## config.mk

```make
export PLATFORM = sky130hd
export DESIGN_NAME = kvs_ram
export DESIGN_NICKNAME = d
export VERILOG_FILES = /design/src/rtl/kvs_ram.sv
export SDC_FILE = /design/constraint.sdc
export NUM_CORES = 2
export LEC_CHECK = 0
export BUFFER_PORTS_ARGS = -buffer_cell sky130_fd_sc_hd__buf_2
export CELL_PAD_IN_SITES_DETAIL_PLACEMENT = 0
export CELL_PAD_IN_SITES_GLOBAL_PLACEMENT = 1
export CORE_MARGIN = 2
export CORE_UTILIZATION = 55
export CTS_BUF_LIST = sky130_fd_sc_hd__clkbuf_4
export DETAILED_ROUTE_END_ITERATION = 6
export HOLD_SLACK_MARGIN = 0.1
export PLACE_DENSITY_LB_ADDON = 0.05
export SLEW_MARGIN = 10
export SYNTH_ARGS = -nofsm -noshare
export SYNTH_HDL_FRONTEND = slang
export SYNTH_SLANG_ARGS = --single-unit
```

## constraint.sdc

```tcl
create_clock -name clk -period 5.7 [get_ports clk]
set_clock_uncertainty 0.2 [all_clocks]
set_input_delay 0 -clock clk [delete_from_list [all_inputs] [get_ports clk]]
set_output_delay 0 -clock clk [all_outputs]
set_load 0.01 [all_outputs]
```

## src/rtl/kvs_ram.sv

```systemverilog
// Generic single-port-write, single-port-read RAM with registered read data.
`default_nettype none

module kvs_ram #(
  parameter int WIDTH = 32,
  parameter int DEPTH = 64
) (
  input  wire logic                     clk,
  input  wire logic                     we,
  input  wire logic [$clog2(DEPTH)-1:0] waddr,
  input  wire logic [WIDTH-1:0]         wdata,
  input  wire logic [$clog2(DEPTH)-1:0] raddr,
  output logic      [WIDTH-1:0]         rdata
);

  logic [WIDTH-1:0] mem [DEPTH];

  always_ff @(posedge clk) begin
    if (we) begin
      mem[waddr] <= wdata;
    end
    rdata <= mem[raddr];
  end

endmodule

`default_nettype wire

```

==> impl_metrics.env <==
export IMPL_critPathMaxStageDelay_ns=1.21
export IMPL_arrival_ns=6.17
export IMPL_nets=4070
export IMPL_gp_congestion=0.8164
export IMPL_pwr_share_seq_pct=55.1
export IMPL_cp_max_fo=23
export IMPL_reg2reg_to="rdata[21]"
export IMPL_drc=0
export IMPL_maxSlewViolCount=0
export IMPL_core_um2=141600
export IMPL_rsz0062_at_grt="false"
export IMPL_grt_max_degree=94
export IMPL_path_clk_slew_ns=0.06
export IMPL_grt_total_usage_pct=29.51
export IMPL_multi_input_area_um2=15990
export IMPL_cpMostUsedCell="dlygate4sd3_1"
export IMPL_fin_crit_sh_pct=91.70
export IMPL_ir_worst_vdd_v=0.0001903
export IMPL_fmax_ghz=0.1913
export IMPL_crit_buf_inv=9
export IMPL_cap_violations=0
export IMPL_setup_violations=0
export IMPL_end_kind="register"
export IMPL_start_util_pct=55.45
export IMPL_drt_total_wl_um=211200
export IMPL_layout_commonest_cell="edfxtp_1"
export IMPL_whs_path_depth=5
export IMPL_worstHoldStart="waddr[1]"
export IMPL_relSlewSlack_pct=20.13
export IMPL_synth_nets=3370
export IMPL_syn_instance_count=3324
export IMPL_drt_first_iter_violations=4882
export IMPL_start_kind="input port"
export IMPL_required_ns=6.65
export IMPL_synth_cell_types=34
export IMPL_die_w_um=381.8
export IMPL_tightest_slew_ns=1.198
export IMPL_reg2regPathDepth=10
export IMPL_antenna_found_initial=18
export IMPL_cts_sinks=2080
export IMPL_clockBufferDepth=4
export IMPL_rrSetupSlack_ns=1.26
export IMPL_crit_type="in -> reg"
export IMPL_fin_crit_ns=5.227
export IMPL_yosysWarnings=0
export IMPL_r2r_start="mem[36][21]"
export IMPL_setup_tns_final_ns=0
export IMPL_drive_gt1_share_pct=38.19
export IMPL_pre_cts_ws_ns=1.799
export IMPL_cts_root_buf="clkbuf_4"
export IMPL_finalHoldViolations=0
export IMPL_p_int_w=0.02406
export IMPL_cp_top_family="buffers and inverters"
export IMPL_timing_final_ws_setup_ns=0.4730
export IMPL_cts_tree="built"
export IMPL_cts_buffers=544
export IMPL_ant_nets=0
export IMPL_grt_pass1_wl_um=296300
export IMPL_cts_setup_buffers=0
export IMPL_hpwlAfterDp_um=111900
export IMPL_leakage_nw=28.89
export IMPL_die_h_um=381.8
export IMPL_die_area_um2=145800
export IMPL_final_cell_mix="edfxtp_1, clkbuf_4, mux4_2"
export IMPL_vias_per_cell=6.269
export IMPL_ys_seq_area_share_pct=79.14
export IMPL_post_cts_resized=0
export IMPL_route_detailed_wl_per_inst_um=33.65
export IMPL_hold_end="mem[52][10]"
export IMPL_final_util_pct=63.44
export IMPL_grt_pass1_vias=40860
export IMPL_hold_path_class="in -> reg"
export IMPL_fp_row_count=138
export IMPL_power_density_nw_per_um2=343.9
export IMPL_combinationalPowerShare_pct=5.5
export IMPL_grt_ovfl_total=0
export IMPL_yosysTopAreaCell="edfxtp_1"
export IMPL_mappedNetlistArea_um2=78520
export IMPL_vias=39350
export IMPL_synth_seq_cells=2080
export IMPL_p_sw_w=0.006821
export IMPL_power_share_clock_pct=39.4
export IMPL_first_pass_iters=5
export IMPL_crit_path_cell_trace="dlygate4sd3_1, dlygate4sd3_1, buf_2, dlygate4sd3_1, nand2_2, buf_4, o221ai_1, dlygate4sd3_1, a21oi_1, dlygate4sd3_1, a21oi_1, dlygate4sd3_1, nor2_1, dlygate4sd3_1"
export IMPL_nFillCells=9815
export IMPL_avgSynthCellArea_um2=23.62
export IMPL_htreeDepth=6
export IMPL_outcome="complete, no violations"
export IMPL_port_buffers=77
export IMPL_synth_top_area_share_pct=78.33
export IMPL_io_pins=78
export IMPL_worstSkewPairLatency_ns=1.31
export IMPL_final_seq_area_um2=62140
export IMPL_critPathSlowestCell="dlygate4sd3_1"
export IMPL_synthToLayoutAreaGrowth_pct=14.39
export IMPL_netSwitchingFraction_pct=22.09
export IMPL_synth_area_leaders="edfxtp_1, mux4_2, mux2i_1, dfxtp_1, o22ai_1"
==> worst reg2reg max path: cells and delay by family (launching register included) <==
kind | cells | cell delay, ns
AND/OR/NAND/NOR | 1 | 0.04
buffers and inverters | 5 | 2.87
flip-flops | 1 | 0.38
AO/OA/AOI/OAI | 3 | 0.36
multiplexers | 1 | 0.47
==> power by group through the flow <==
stage,Combinational (W),Clock [W],Sequential (W)
final,0.00171,0.0122,0.0170
after CTS,0.00172,0.0124,0.0170
after floorplan,0.000823,0,0.0173
after global routing,0.00179,0.0133,0.0170
after global placement,0.00160,0,0.0173
after detailed placement,0.00163,0,0.0173
==> cells in the mapped netlist (all sizes together) <==
cell and number:
nand4 2, a41o 4, nand3 5, nand2 26
a311oi 8, buf 108, nor3 7, dfxtp 32
o221ai 27, a22oi 12, mux4 544, or3 3
or3b 5, a21oi 62, nand4b 1, nor2b 15
o32ai 4, nand3b 5, nor2 137, mux2i 93
o22ai 84, and3 4, and2 2, edfxtp 2048
a31oi 1, or2 3, clkbuf 74, nand2b 8
==> cells by family after synthesis <==
group	count (synthesis)	synth area share, %
buf+inv	182	1.128
compound gates	202	1.673
flops	2080	79.14
mux	637	16.79
simple gates	223	1.265
==> layer usage <==
metal,global-route usage [%],vias up,share of wire (%),wire (µm)
met5,0,-,0.028,59
met3,7.239,320,9.2,19540
met1,40.42,21000,39,81590
met4,10.14,8,2.7,5705
li1,-,16010,-,-
met2,47.02,2014,49,104300
==> repair_timing <==
item	in CTS	in global routing
endpoints found under the setup margin	0	1
endpoints found under the hold margin	4085	0
hold buffers	116	0
==> flip-flops by register name (all words and copies together) (netlist names) <==
| register | count |
|---|---|
| mem | 2048 |
| rdata | 32 |
==> final cells by class <==
type                            instances  area share, %
Antenna cell                           22        0.06130
Sequential cell                      2080          69.19
Multi-Input combinational cell       1062          17.80
Clock inverter                         87         0.4611
Clock buffer                          800          6.687
Tap cell                             1890          2.633
Timing Repair Buffer                  336          3.173
==> worst max path at each step <==
stage                  start         end  slack [ns]  cells past startpoint
floorplan           waddr[3]  mem[48][0]        2.34                      4
finish              raddr[5]   rdata[21]        0.47                     14
detailed placement  raddr[0]   rdata[20]        1.80                      8
CTS                 raddr[4]   rdata[21]        0.18                     15
global route        raddr[2]   rdata[21]        0.47                     14
global placement    raddr[0]   rdata[20]        1.80                      8
==> metrics by stage <==
step	area [µm²]	total power, W	hold slack, ns	instances
2_1_floorplan	78520	0.01813	-0.1011	3324
3_3_place_gp	82130	0.01893	0.2038	5253
3_5_place_dp	82130	0.01897	0.1963	5253
4_1_cts	89770	0.03117	0.1072	6256
5_1_grt	89790	0.03206	0.1418	6266
6_report	89820	0.03088	0.2071	6277
Power figures use the tool's default switching activity.
